`src/design/dwpi_pkg.sv`:
```
// Package for the dual-wheel PI speed controller.
// Holds register indexes, reset values and field widths shared by the design.
// No dependencies.
package dwpi_pkg;

  localparam int COUNT_BITS_DEF    = 16;
  localparam int INTEGRAL_BITS_DEF = 32;

  localparam int ENC_W    = 16;
  localparam int TGT_W    = 16;
  localparam int GAIN_W   = 16;
  localparam int LIM_W    = 10;
  localparam int SPEED_W  = 16;
  localparam int ERR_W    = 17;
  localparam int EFFORT_W = 11;
  localparam int CFG_ADDR_W = 3;
  localparam int CFG_DATA_W = 16;
  localparam int IN_DATA_W  = 2 * ENC_W;
  localparam int OUT_DATA_W = 2 * EFFORT_W + 2 * SPEED_W + 2 * ERR_W;

  localparam logic [CFG_ADDR_W-1:0] REG_TARGET_LEFT  = 3'd0;
  localparam logic [CFG_ADDR_W-1:0] REG_TARGET_RIGHT = 3'd1;
  localparam logic [CFG_ADDR_W-1:0] REG_SPEED_SCALE  = 3'd2;
  localparam logic [CFG_ADDR_W-1:0] REG_PROP_GAIN    = 3'd3;
  localparam logic [CFG_ADDR_W-1:0] REG_INTEG_GAIN   = 3'd4;
  localparam logic [CFG_ADDR_W-1:0] REG_EFFORT_LIMIT = 3'd5;

  localparam logic [TGT_W-1:0]  TARGET_RESET = 16'd0;
  localparam logic [GAIN_W-1:0] SCALE_RESET  = 16'd256;
  localparam logic [GAIN_W-1:0] KP_RESET     = 16'd256;
  localparam logic [GAIN_W-1:0] KI_RESET     = 16'd0;
  localparam logic [LIM_W-1:0]  LIMIT_RESET  = 10'd300;

  localparam logic OP_TICK  = 1'b0;
  localparam logic OP_START = 1'b1;

  // Rounding offset for a Q8.8 product before the floor shift.
  localparam int FRAC_BITS = 8;
  localparam int ROUND_HALF = 128;

endpackage

```
`src/design/dual_wheel_pi_speed_control.sv`:
```
// Top level of the dual-wheel PI speed controller.
// Depends on dwpi_pkg for register indexes, reset values and widths.
//
// Usage: configuration registers are written through cfg_we, cfg_addr and
// cfg_wdata while the block is idle. Input items arrive on the s_ stream:
// s_tuser selects a control tick or a start, and s_tdata carries both encoder
// counts. A start transfer clears both integrators and gives no result. A
// tick transfer runs both wheels in turn through one shared multiplier
// under a small sequencer, with these steps per wheel: speed product,
// rounding, error and integrator, two gain products, accumulate and clamp.
// After the second wheel the result is registered onto m_ in the output
// step, once the output register is free. No new item is taken until the
// tick is through, since s_tready is high only while the
// sequencer is idle. The result waits in an output register: a new item can
// be taken while it is pending, but a finished result waits in the last step
// until the receiver has taken the previous one. Reset clears the sequencer,
// the output valid, the encoder history and the integrators, and loads the
// register defaults.
module dual_wheel_pi_speed_control #(
  parameter int COUNT_BITS    = dwpi_pkg::COUNT_BITS_DEF,
  parameter int INTEGRAL_BITS = dwpi_pkg::INTEGRAL_BITS_DEF
) (
  input  logic                              clk,
  input  logic                              rst,
  input  logic                              cfg_we,
  input  logic [dwpi_pkg::CFG_ADDR_W-1:0]   cfg_addr,
  input  logic [dwpi_pkg::CFG_DATA_W-1:0]   cfg_wdata,
  input  logic                              s_tvalid,
  output logic                              s_tready,
  // Fields from bit 0: enc_left[15:0], enc_right[31:16].
  input  logic [dwpi_pkg::IN_DATA_W-1:0]    s_tdata,
  // Fields from bit 0: op[0].
  input  logic [0:0]                        s_tuser,
  output logic                              m_tvalid,
  input  logic                              m_tready,
  // Fields from bit 0: effort_left[10:0], effort_right[21:11], speed_left[37:22],
  // speed_right[53:38], speed_err_left[70:54], speed_err_right[87:71].
  output logic [dwpi_pkg::OUT_DATA_W-1:0]   m_tdata
);

  localparam int CB  = COUNT_BITS;
  localparam int IB  = INTEGRAL_BITS;
  localparam int A0  = (CB > IB) ? CB : IB;
  localparam int A_W = (A0 > dwpi_pkg::ERR_W) ? A0 : dwpi_pkg::ERR_W;
  localparam int B_W = dwpi_pkg::GAIN_W + 1;
  localparam int P_W = A_W + B_W;
  localparam int ACC_W = P_W + 1;
  localparam int SW = dwpi_pkg::SPEED_W;
  localparam int EW = dwpi_pkg::ERR_W;
  localparam int FW = dwpi_pkg::EFFORT_W;

  localparam logic [3:0] S_IDLE = 4'd0;
  localparam logic [3:0] S_MSPD = 4'd1;
  localparam logic [3:0] S_SPD  = 4'd2;
  localparam logic [3:0] S_ERR  = 4'd3;
  localparam logic [3:0] S_MP   = 4'd4;
  localparam logic [3:0] S_MI   = 4'd5;
  localparam logic [3:0] S_ACC  = 4'd6;
  localparam logic [3:0] S_EFF  = 4'd7;
  localparam logic [3:0] S_OUT  = 4'd8;

  localparam logic signed [IB-1:0] INT_MAX = {1'b0, {(IB-1){1'b1}}};
  localparam logic signed [IB-1:0] INT_MIN = {1'b1, {(IB-1){1'b0}}};

  logic [3:0] state;
  logic       wheel;

  logic signed [dwpi_pkg::TGT_W-1:0] tgt_l;
  logic signed [dwpi_pkg::TGT_W-1:0] tgt_r;
  logic [dwpi_pkg::GAIN_W-1:0]       scale;
  logic [dwpi_pkg::GAIN_W-1:0]       kp;
  logic [dwpi_pkg::GAIN_W-1:0]       ki;
  logic [dwpi_pkg::LIM_W-1:0]        limit;

  logic signed [dwpi_pkg::ENC_W-1:0] enc_l;
  logic signed [dwpi_pkg::ENC_W-1:0] enc_r;
  logic [CB-1:0]                     last_cnt [2];
  logic signed [IB-1:0]              integ [2];
  logic signed [SW-1:0]              spd_q [2];
  logic signed [EW-1:0]              err_q [2];
  logic signed [FW-1:0]              eff_q [2];

  logic signed [P_W-1:0]   mul_q;
  logic signed [ACC_W-1:0] acc;

  logic                              in_xfer;
  logic signed [dwpi_pkg::ENC_W-1:0] enc_sel;
  logic [CB-1:0]                     cur_cnt;
  logic [CB-1:0]                     delta;
  logic signed [dwpi_pkg::TGT_W-1:0] tgt_sel;
  logic signed [A_W-1:0]             mul_a;
  logic signed [B_W-1:0]             mul_b;
  logic signed [P_W-1:0]             mul_p;
  logic signed [P_W:0]               spd_rnd;
  logic signed [SW-1:0]              spd_sat;
  logic signed [EW-1:0]              err_next;
  logic signed [IB:0]                int_sum;
  logic signed [IB-1:0]              integ_next;
  logic signed [ACC_W:0]             eff_rnd;
  logic signed [ACC_W:0]             lim_x;
  logic signed [FW-1:0]              eff_clamp;

  assign in_xfer  = s_tvalid && s_tready;
  assign s_tready = (state == S_IDLE);

  assign enc_sel = wheel ? enc_r : enc_l;
  assign cur_cnt = CB'(enc_sel);
  assign delta   = cur_cnt - last_cnt[wheel];
  assign tgt_sel = wheel ? tgt_r : tgt_l;

  always_comb begin
    case (state)
      S_MSPD: begin
        mul_a = A_W'(signed'(delta));
        mul_b = signed'({1'b0, scale});
      end
      S_MP: begin
        mul_a = A_W'(err_q[wheel]);
        mul_b = signed'({1'b0, kp});
      end
      default: begin
        mul_a = A_W'(integ[wheel]);
        mul_b = signed'({1'b0, ki});
      end
    endcase
  end

  assign mul_p = P_W'(mul_a) * P_W'(mul_b);

  assign spd_rnd = ((P_W+1)'(mul_q) + (P_W+1)'(dwpi_pkg::ROUND_HALF)) >>> dwpi_pkg::FRAC_BITS;

  always_comb begin
    if (spd_rnd > (P_W+1)'(32767)) begin
      spd_sat = {1'b0, {(SW-1){1'b1}}};
    end else if (spd_rnd < -(P_W+1)'(32768)) begin
      spd_sat = {1'b1, {(SW-1){1'b0}}};
    end else begin
      spd_sat = SW'(spd_rnd);
    end
  end

  assign err_next = EW'(tgt_sel) - EW'(spd_q[wheel]);
  assign int_sum  = (IB+1)'(integ[wheel]) + (IB+1)'(err_next);

  always_comb begin
    if (int_sum[IB] != int_sum[IB-1]) begin
      integ_next = int_sum[IB] ? INT_MIN : INT_MAX;
    end else begin
      integ_next = int_sum[IB-1:0];
    end
  end

  assign eff_rnd = ((ACC_W+1)'(acc) + (ACC_W+1)'(dwpi_pkg::ROUND_HALF)) >>> dwpi_pkg::FRAC_BITS;
  assign lim_x   = signed'((ACC_W+1)'(limit));

  always_comb begin
    if (eff_rnd > lim_x) begin
      eff_clamp = FW'(lim_x);
    end else if (eff_rnd < -lim_x) begin
      eff_clamp = FW'(-lim_x);
    end else begin
      eff_clamp = FW'(eff_rnd);
    end
  end

  always_ff @(posedge clk) begin
    if (rst) begin
      tgt_l <= dwpi_pkg::TARGET_RESET;
      tgt_r <= dwpi_pkg::TARGET_RESET;
      scale <= dwpi_pkg::SCALE_RESET;
      kp    <= dwpi_pkg::KP_RESET;
      ki    <= dwpi_pkg::KI_RESET;
      limit <= dwpi_pkg::LIMIT_RESET;
    end else if (cfg_we) begin
      case (cfg_addr)
        dwpi_pkg::REG_TARGET_LEFT:  tgt_l <= cfg_wdata;
        dwpi_pkg::REG_TARGET_RIGHT: tgt_r <= cfg_wdata;
        dwpi_pkg::REG_SPEED_SCALE:  scale <= cfg_wdata;
        dwpi_pkg::REG_PROP_GAIN:    kp    <= cfg_wdata;
        dwpi_pkg::REG_INTEG_GAIN:   ki    <= cfg_wdata;
        dwpi_pkg::REG_EFFORT_LIMIT: limit <= cfg_wdata[dwpi_pkg::LIM_W-1:0];
        default: ;
      endcase
    end
  end

  always_ff @(posedge clk) begin
    if (rst) begin
      state    <= S_IDLE;
      wheel    <= 1'b0;
      m_tvalid <= 1'b0;
      last_cnt[0] <= '0;
      last_cnt[1] <= '0;
      integ[0]    <= '0;
      integ[1]    <= '0;
    end else begin
      if (m_tvalid && m_tready && state != S_OUT) begin
        m_tvalid <= 1'b0;
      end
      case (state)
        S_IDLE: begin
          if (in_xfer) begin
            if (s_tuser[0] == dwpi_pkg::OP_START) begin
              integ[0] <= '0;
              integ[1] <= '0;
            end else begin
              enc_l <= s_tdata[dwpi_pkg::ENC_W-1:0];
              enc_r <= s_tdata[dwpi_pkg::IN_DATA_W-1:dwpi_pkg::ENC_W];
              wheel <= 1'b0;
              state <= S_MSPD;
            end
          end
        end
        S_MSPD: begin
          mul_q           <= mul_p;
          last_cnt[wheel] <= cur_cnt;
          state           <= S_SPD;
        end
        S_SPD: begin
          spd_q[wheel] <= spd_sat;
          state        <= S_ERR;
        end
        S_ERR: begin
          err_q[wheel] <= err_next;
          integ[wheel] <= integ_next;
          state        <= S_MP;
        end
        S_MP: begin
          mul_q <= mul_p;
          state <= S_MI;
        end
        S_MI: begin
          acc   <= ACC_W'(mul_q);
          mul_q <= mul_p;
          state <= S_ACC;
        end
        S_ACC: begin
          acc   <= acc + ACC_W'(mul_q);
          state <= S_EFF;
        end
        S_EFF: begin
          eff_q[wheel] <= eff_clamp;
          if (wheel) begin
            state <= S_OUT;
          end else begin
            wheel <= 1'b1;
            state <= S_MSPD;
          end
        end
        S_OUT: begin
          if (!m_tvalid || m_tready) begin
            m_tvalid <= 1'b1;
            m_tdata  <= {err_q[1], err_q[0], spd_q[1], spd_q[0], eff_q[1], eff_q[0]};
            state    <= S_IDLE;
          end
        end
        default: begin
          state <= S_IDLE;
        end
      endcase
    end
  end

  a_start_clears: assert property (@(posedge clk) disable iff (rst)
    (in_xfer && s_tuser[0] == dwpi_pkg::OP_START) |=> (integ[0] == '0 && integ[1] == '0))
    else $error("start transfer did not clear the integrators");

  a_tick_begins: assert property (@(posedge clk) disable iff (rst)
    (in_xfer && s_tuser[0] == dwpi_pkg::OP_TICK) |=> (state == S_MSPD && !wheel))
    else $error("tick transfer did not start the left wheel");

  a_out_waits: assert property (@(posedge clk) disable iff (rst)
    (state == S_OUT && m_tvalid && !m_tready) |=> (state == S_OUT))
    else $error("result left the sequencer while the output was still pending");

  a_effort_left_limit: assert property (@(posedge clk) disable iff (rst)
    (state == S_OUT && !m_tvalid) |=>
      (signed'(m_tdata[FW-1:0]) <= signed'({1'b0, limit}) &&
       signed'(m_tdata[FW-1:0]) >= -signed'({1'b0, limit})))
    else $error("left effort outside the limit");

  a_wheel_order: assert property (@(posedge clk) disable iff (rst)
    (state == S_EFF && !wheel) |=> (state == S_MSPD && wheel))
    else $error("right wheel did not follow the left wheel");

endmodule

```
`config.mk`:
```
export PLATFORM = sky130hd
export DESIGN_NAME = dual_wheel_pi_speed_control
export DESIGN_NICKNAME = d
export VERILOG_FILES = /design/src/design/dwpi_pkg.sv /design/src/design/dual_wheel_pi_speed_control.sv
export SDC_FILE = /design/constraint.sdc
export NUM_CORES = 2
export LEC_CHECK = 0
export ABC_AREA = 1
export BUFFER_PORTS_ARGS = -buffer_cell sky130_fd_sc_hd__buf_2
export CORE_UTILIZATION = 65
export CTS_CLUSTER_SIZE = 30
export DETAILED_ROUTE_END_ITERATION = 10
export MAX_ROUTING_LAYER = met4
export PLACE_DENSITY = 0.83
export SYNTH_ARGS = -nofsm -noshare
export SYNTH_HDL_FRONTEND = slang
export SYNTH_SLANG_ARGS = --single-unit
```
`constraint.sdc`:
```
create_clock -name clk -period 9.55 [get_ports clk]
set_input_delay 0.4775 -clock clk [delete_from_list [all_inputs] [get_ports clk]]
set_output_delay 0.4775 -clock clk [all_outputs]
set_load 0.05 [all_outputs]
```
; ---- Yosys cells after proc, flatten, opt, wreduce, memory -nomap -nowiden
; Memory sizes are Yosys's and may differ from the RTL's. A register that Yosys moved wholly into a read port is not among the register bits.
; Index checks and enable logic that the tools add are counted.
[op_classes]
reduce_logical = 24
muxes = 57
multipliers = 1
n_eq_ne = 18
magnitude_cmp = 4
n_bitwise = 4
add_sub_neg = 7
[ops]
columns = operator, n
row1 = 32-bit 2-to-1 mux, 5
row2 = 50-bit one-hot mux with 2 select lines, 1
row3 = 16-bit 2-to-1 mux, 5
row4 = 32-bit one-hot mux with 2 select lines, 1
row5 = 50-bit by 9-bit adder with 51-bit output (second input constant), 1
row6 = 43-bit by 51-bit less-than comparator with 1-bit output, 1
row7 = 10-bit negation with 51-bit output, 1
row8 = 49-bit by 9-bit adder with 50-bit output (second input constant), 1
row9 = 50-bit by 49-bit adder with 50-bit output, 1
row10 = 32-bit by 17-bit multiplier with 49-bit output, 1
row11 = 43-bit by 11-bit > comparator with 1-bit output, 1
row12 = 42-bit by 16-bit > comparator with 1-bit output (second input constant), 1
row13 = 42-bit by 16-bit less-than comparator with 1-bit output (second input constant), 1
row14 = 1-bit 2-to-1 mux, 36
row15 = 4-bit one-hot mux with 9 select lines, 1
row16 = 32-bit by 17-bit adder with 33-bit output, 1
row17 = 16-bit one-hot mux with 2 select lines, 1
row18 = 32-bit OR reduction, 1
row19 = 11-bit 2-to-1 mux, 2
row20 = 16-bit by 16-bit subtractor with 17-bit output, 1
row21 = 4-bit by 3-bit equality test with 1-bit output (second input constant), 4
row22 = 4-bit 2-to-1 mux, 4
row23 = 2-bit AND reduction, 8
row24 = 16-bit OR reduction, 1
row25 = 23 further kinds, 34
[totals]
memories = 5
input_bits = 57
out_inout_bits = 90
regBits = 227
mem_bits_rw = 184
elab_cells = 133
[mem_list]
columns = memory, depth, width, read_ports, rd_clocked_by_memory_dff, wr, line_no
row1 = integ, 2, 32, 1, 1, 2, dual_wheel_pi_speed_control.sv:78  ; logic signed [IB-1:0] integ [2];
row2 = err_q, 2, 17, 3, 3, 1, dual_wheel_pi_speed_control.sv:80  ; logic signed [EW-1:0] err_q [2];
row3 = last_cnt, 2, 16, 1, 1, 2, dual_wheel_pi_speed_control.sv:77  ; logic [CB-1:0] last_cnt [2];
row4 = spd_q, 2, 16, 3, 3, 1, dual_wheel_pi_speed_control.sv:79  ; logic signed [SW-1:0] spd_q [2];
row5 = eff_q, 2, 11, 2, 2, 1, dual_wheel_pi_speed_control.sv:81  ; logic signed [FW-1:0] eff_q [2];

; ---- Depth between registers and ports, before layout
[depth]
ltp_word = 8
mapped_depth = 45
mapped_depth_nobuf = 42

; ---- Worst setup path before layout
; OpenSTA, ideal clock, no wires.
[synth_path]
path_type = flip-flop to flip-flop
from = register with a tool-made name
to = register mul_q[47] (data pin)
path_stages_with_launch = 36
slack_ns = 0.852
setup_time_ns = 0.253
t_arrival_ns = 8.445
n_path_buf = 5
synth_period_minus_slack_ns = 8.698
path_cell_list = dfxtp_1 -> buf_2 -> buf_1 -> clkbuf_1 -> clkbuf_1 -> mux2i_1 -> ha_1 -> nand2_1 -> inv_1 -> a21oi_1 -> o21ai_1 -> nand3_1 -> nand2_1 -> a21oi_1 -> o21ai_1 -> nand3_1 -> buf_2 -> nand2_1 -> nor2_1 -> fa_1 -> inv_1 -> fa_1 -> inv_1 -> fa_1 -> inv_1 -> fa_1 -> fa_1 -> fa_1 -> inv_1 -> ha_1 -> inv_1 -> nor3_1 -> and3_1 -> or3b_2 -> nand4_1 -> nand2_1
[synth_lines]
columns = element, line_no
row1 = to (signal assigned), dual_wheel_pi_speed_control.sv:215  ; mul_q <= mul_p;
row2 = to (signal assigned), dual_wheel_pi_speed_control.sv:229  ; mul_q <= mul_p;
row3 = to (signal assigned), dual_wheel_pi_speed_control.sv:234  ; mul_q <= mul_p;
row4 = to (decl), dual_wheel_pi_speed_control.sv:83  ; logic signed [P_W-1:0] mul_q;

==> flow_summary_export.csv <==
group,metric,value,unit
synth,synth_area_per_cell,8.11,µm²
placed_design,numPortBuffers,146,
synth,postSynthNetCount,6861,
min_path,hold_path_class,"input port to flip-flop",
synth,postSynthRegisterBits,500,
grt,grt_pass1_wl,237000,µm
grt,grt.overflow.total,0,
detailed_routing,post_drt_wl_per_cell,21.4,µm
final_layout,finish.net_count,6963,
worst_setup_path,regToRegSetupSlack,0.32,ns
grt,grt_start_max_net_pins,105,
final_layout,filler_cell_count,5922,
grt,grt.met1_usage,0.539,
min_path,min_delay_path_depth,1,
worst_setup_path,critPathCaptureType,"flip-flop",
synth,synth_edf_count,403,
placed_design,detailedPlacementHpwl,122000,µm
job,cap_viol_max_count,0,
min_path,hold_path.startpoint,"s_tdata[30]",
worst_setup_path,worst_ep_required_time,9.87,ns
synth,yosys.cell_types.count,54,
placed_design,placed_cells,7035,
placed_design,detailedPlace.worstSlack,0.175,ns
power,total_power,6.61,mW
clock_tree,root_buffer,"clkbuf_16",
worst_setup_path,timing.critical_path.slowest_cell_delay,0.56,ns
synth,synth.yosys.warnings,0,
grt,grt_pass1_vias,42284,
clock_tree,clock-sinks,500,
final_layout,stdcell_area,52300,µm²
floorplan,fp-row-count,100,
min_path,hold-path-endpoint,"enc_r[14]$_DFFE_PP_",
clock_tree,clockBufferDepth,3,
final_layout,share_of_layout_cells_above_drive_strength_1,0.0626,
timing,final_hold_violation_count,0,
final_layout,mostFrequentLayoutCells,"nand2_1 (1155), inv_1 (1049), nor2_1 (745), fa_1 (493), nand3_1 (419)",
final_layout,footprint_of_the_multi_input_gates,30100,µm²
detailed_routing,routed_wirelength,153000,µm
timing,final.setup.worst_slack,0.318,ns
worst_setup_path,cp_slowest_cell,"fa_1",
timing,min_period,9.23,ns
final_layout,finalNonFillerCells,7136,
clock_tree,cts_buffers,52,
timing,fmax,108,MHz
floorplan,die_h,276,µm
timing,final.setup_skew,0.0533,ns
worst_setup_path,critical_path_arrival,9.55,ns
synth,ys_dominant_reg_cell,"edfxtp_1",
clock_tree,cts-htree-levels,2,
placed_design,post_dp_cell_area,50600,µm²
timing,finalCritPeriodShare,0.967,
final_layout,seqCellArea,14100,µm²
final_layout,commonest_non_fill_non_tap_cell_in_the_layout,"nand2_1",
grt,grt_use_total,0.420,
detailed_routing,viasPerCell,6.02,
clock_tree,worst_skew_pair.late_latency,0.63,ns
clock_tree,cts_hold_buf,0,
clock_tree,clk_pin_slew_worst_paths,0.06,ns
placed_design,finalWeightedCongestion,1.04,
power,cellPowerDensity,126,nW/µm²
worst_setup_path,regToRegEndpoint,"mul_q[40]$_DFFE_PP_",
synth,syn_inst,6018,
floorplan,effective_utilization_at_floorplan,0.656,
floorplan,fp.dieW,276,µm
synth,synth-async-reset-ratio,0,
power,irDropWorstVdd,0.158,mV
timing,timing_max_transition_violations_final,0,
detailed_routing,detailedRoute.firstPassIterationCount,6,
clock_tree,post_cts_buffers,0,
timing,setup_viol,0,
detailed_routing,drt_iter0_drc,4876,
power,cellLeakagePower,24.5,nW
worst_setup_path,startpoint_type,"flip-flop",
grt,global_route.peak_usage_layer,"met2",
detailed_routing,vias,42929,
worst_setup_path,reg2regPathDepth,34,
grt,groute.layer.met2.usage,0.657,
worst_setup_path,critPathKind,"flip-flop to flip-flop",
timing,worst_pin_slew,1.18,ns
clock_tree,cts_tree,"built",
synth,register_area_share_after_synthesis,0.288,
floorplan,die_area,76200,µm²
grt,met3_usage,0.0713,
final_layout,syn2layout_area_growth,7.21,%
grt,number_of_antenna_violations_at_the_first_check_in_global_routing,5,
worst_setup_path,crit_top_cell,"fa_1",
floorplan,boundaryPins,147,
detailed_routing,drc_errors,0,
synth,post_synth_instance_area,48800,µm²
timing,relative_max_transition_margin,0.213,
detailed_routing,postRouteAntennaNets,0,
worst_setup_path,critical_path.max_fanout,104,
status,run_status,"finished, final reports clean",
floorplan,core_area,74300,µm²
worst max-delay path: cells and delay by family, from the launching register on:
family | cells | cell delay [ns]
compound gates | 7 | 1.67
xor+xnor | 1 | 0.09
fa+ha+maj | 8 | 3.89
flops | 1 | 0.55
simple gates | 10 | 1.45
buf+inv | 7 | 0.81
mux | 1 | 0.35
power breakdown:
group	internal, mW	switching, mW
logic	0.684	1.44
registers	2.45	0.0600
clock network	1.09	0.886
total	4.22	2.39
layout make-up:
cell class,instances,share of cell area
Multi-Input combinational cell,4279,0.575
Sequential cell,500,0.269
Inverter,1066,0.0766
Clock buffer,70,0.0275
Timing Repair Buffer,221,0.0252
Tap cell,969,0.0232
Clock inverter,27,0.00380
Antenna cell,4,0.000191
stage by stage:
step	hold WS (ns)	TNS [ns]	utilization
CTS	0.00802	0	0.703
detailed placement	0.405	0	0.681
floorplan	0.400	0	-
global placement	0.400	0	0.681
global route	0.0120	-0.101	0.704
finish	0.0289	0	0.704
worst max path at each step:
stage	startpoint	endpoint	slack [ns]	depth (start not counted)
3_3_place_gp	wheel$_SDFFE_PP0P_	mul_q[39]$_DFFE_PP_	0.17	33
4_1_cts	wheel$_SDFFE_PP0P_	mul_q[39]$_DFFE_PP_	0.09	33
6_report	flip-flop	mul_q[40]$_DFFE_PP_	0.32	34
3_5_place_dp	wheel$_SDFFE_PP0P_	mul_q[39]$_DFFE_PP_	0.18	33
5_1_grt	flip-flop	mul_q[44]$_DFFE_PP_	-0.06	36
2_1_floorplan	flip-flop	mul_q[47]$_DFFE_PP_	0.85	35
synthesized netlist by cell type (58+ instances only):
library cell  count  area share
nand2_1        1158       0.089
inv_1          1050       0.081
nor2_1          747       0.057
fa_1            493        0.20
nand3_1         420       0.043
edfxtp_1        403        0.25
a21oi_1         351       0.036
ha_1            293       0.075
o21ai_0         260       0.027
clkbuf_1        101      0.0078
xor2_1           99       0.018
dfxtp_1          97       0.040
nand4_1          66      0.0085
nor3_1           58      0.0059
routing by layer:
metal  part of all wire  routed length, µm  vias to the layer above
met1               0.39              59100                    20353
met2               0.46              70400                     2563
li1                   -                  -                    19465
met4              0.050               7630                        0
met3               0.10              15500                      548
met5                  0                  0                        -
repair_timing:
item                                    in CTS  in global routing
gates resized for setup                      0                 13
hold endpoints to repair                     0                  0
endpoints found under the setup margin       0                 26
sequential cells by signal, summed over array words and instances (netlist names), named ones only:
| signal | count |
|---|---|
| tgt_r | 16 |
| integ | 64 |
| wheel | 1 |
| m_tvalid | 1 |
| kp | 16 |
| acc | 50 |
| enc_l | 16 |
| spd_q | 32 |
| enc_r | 16 |
| last_cnt | 32 |
| err_q | 34 |
| limit | 10 |
| tgt_l | 16 |
| scale | 16 |
| m_tdata | 88 |
| state | 4 |
| eff_q | 22 |
| ki | 16 |
| mul_q | 49 |
cells by family after synthesis:
kind of cell	after synthesis	synth area share
fa+ha+maj	786	0.277
buf+inv	1239	0.0977
mux	30	0.00615
xor+xnor	150	0.0269
compound gates	783	0.0883
flops	500	0.288
simple gates	2530	0.216
No activity file was read; power rests on OpenSTA's default activity.
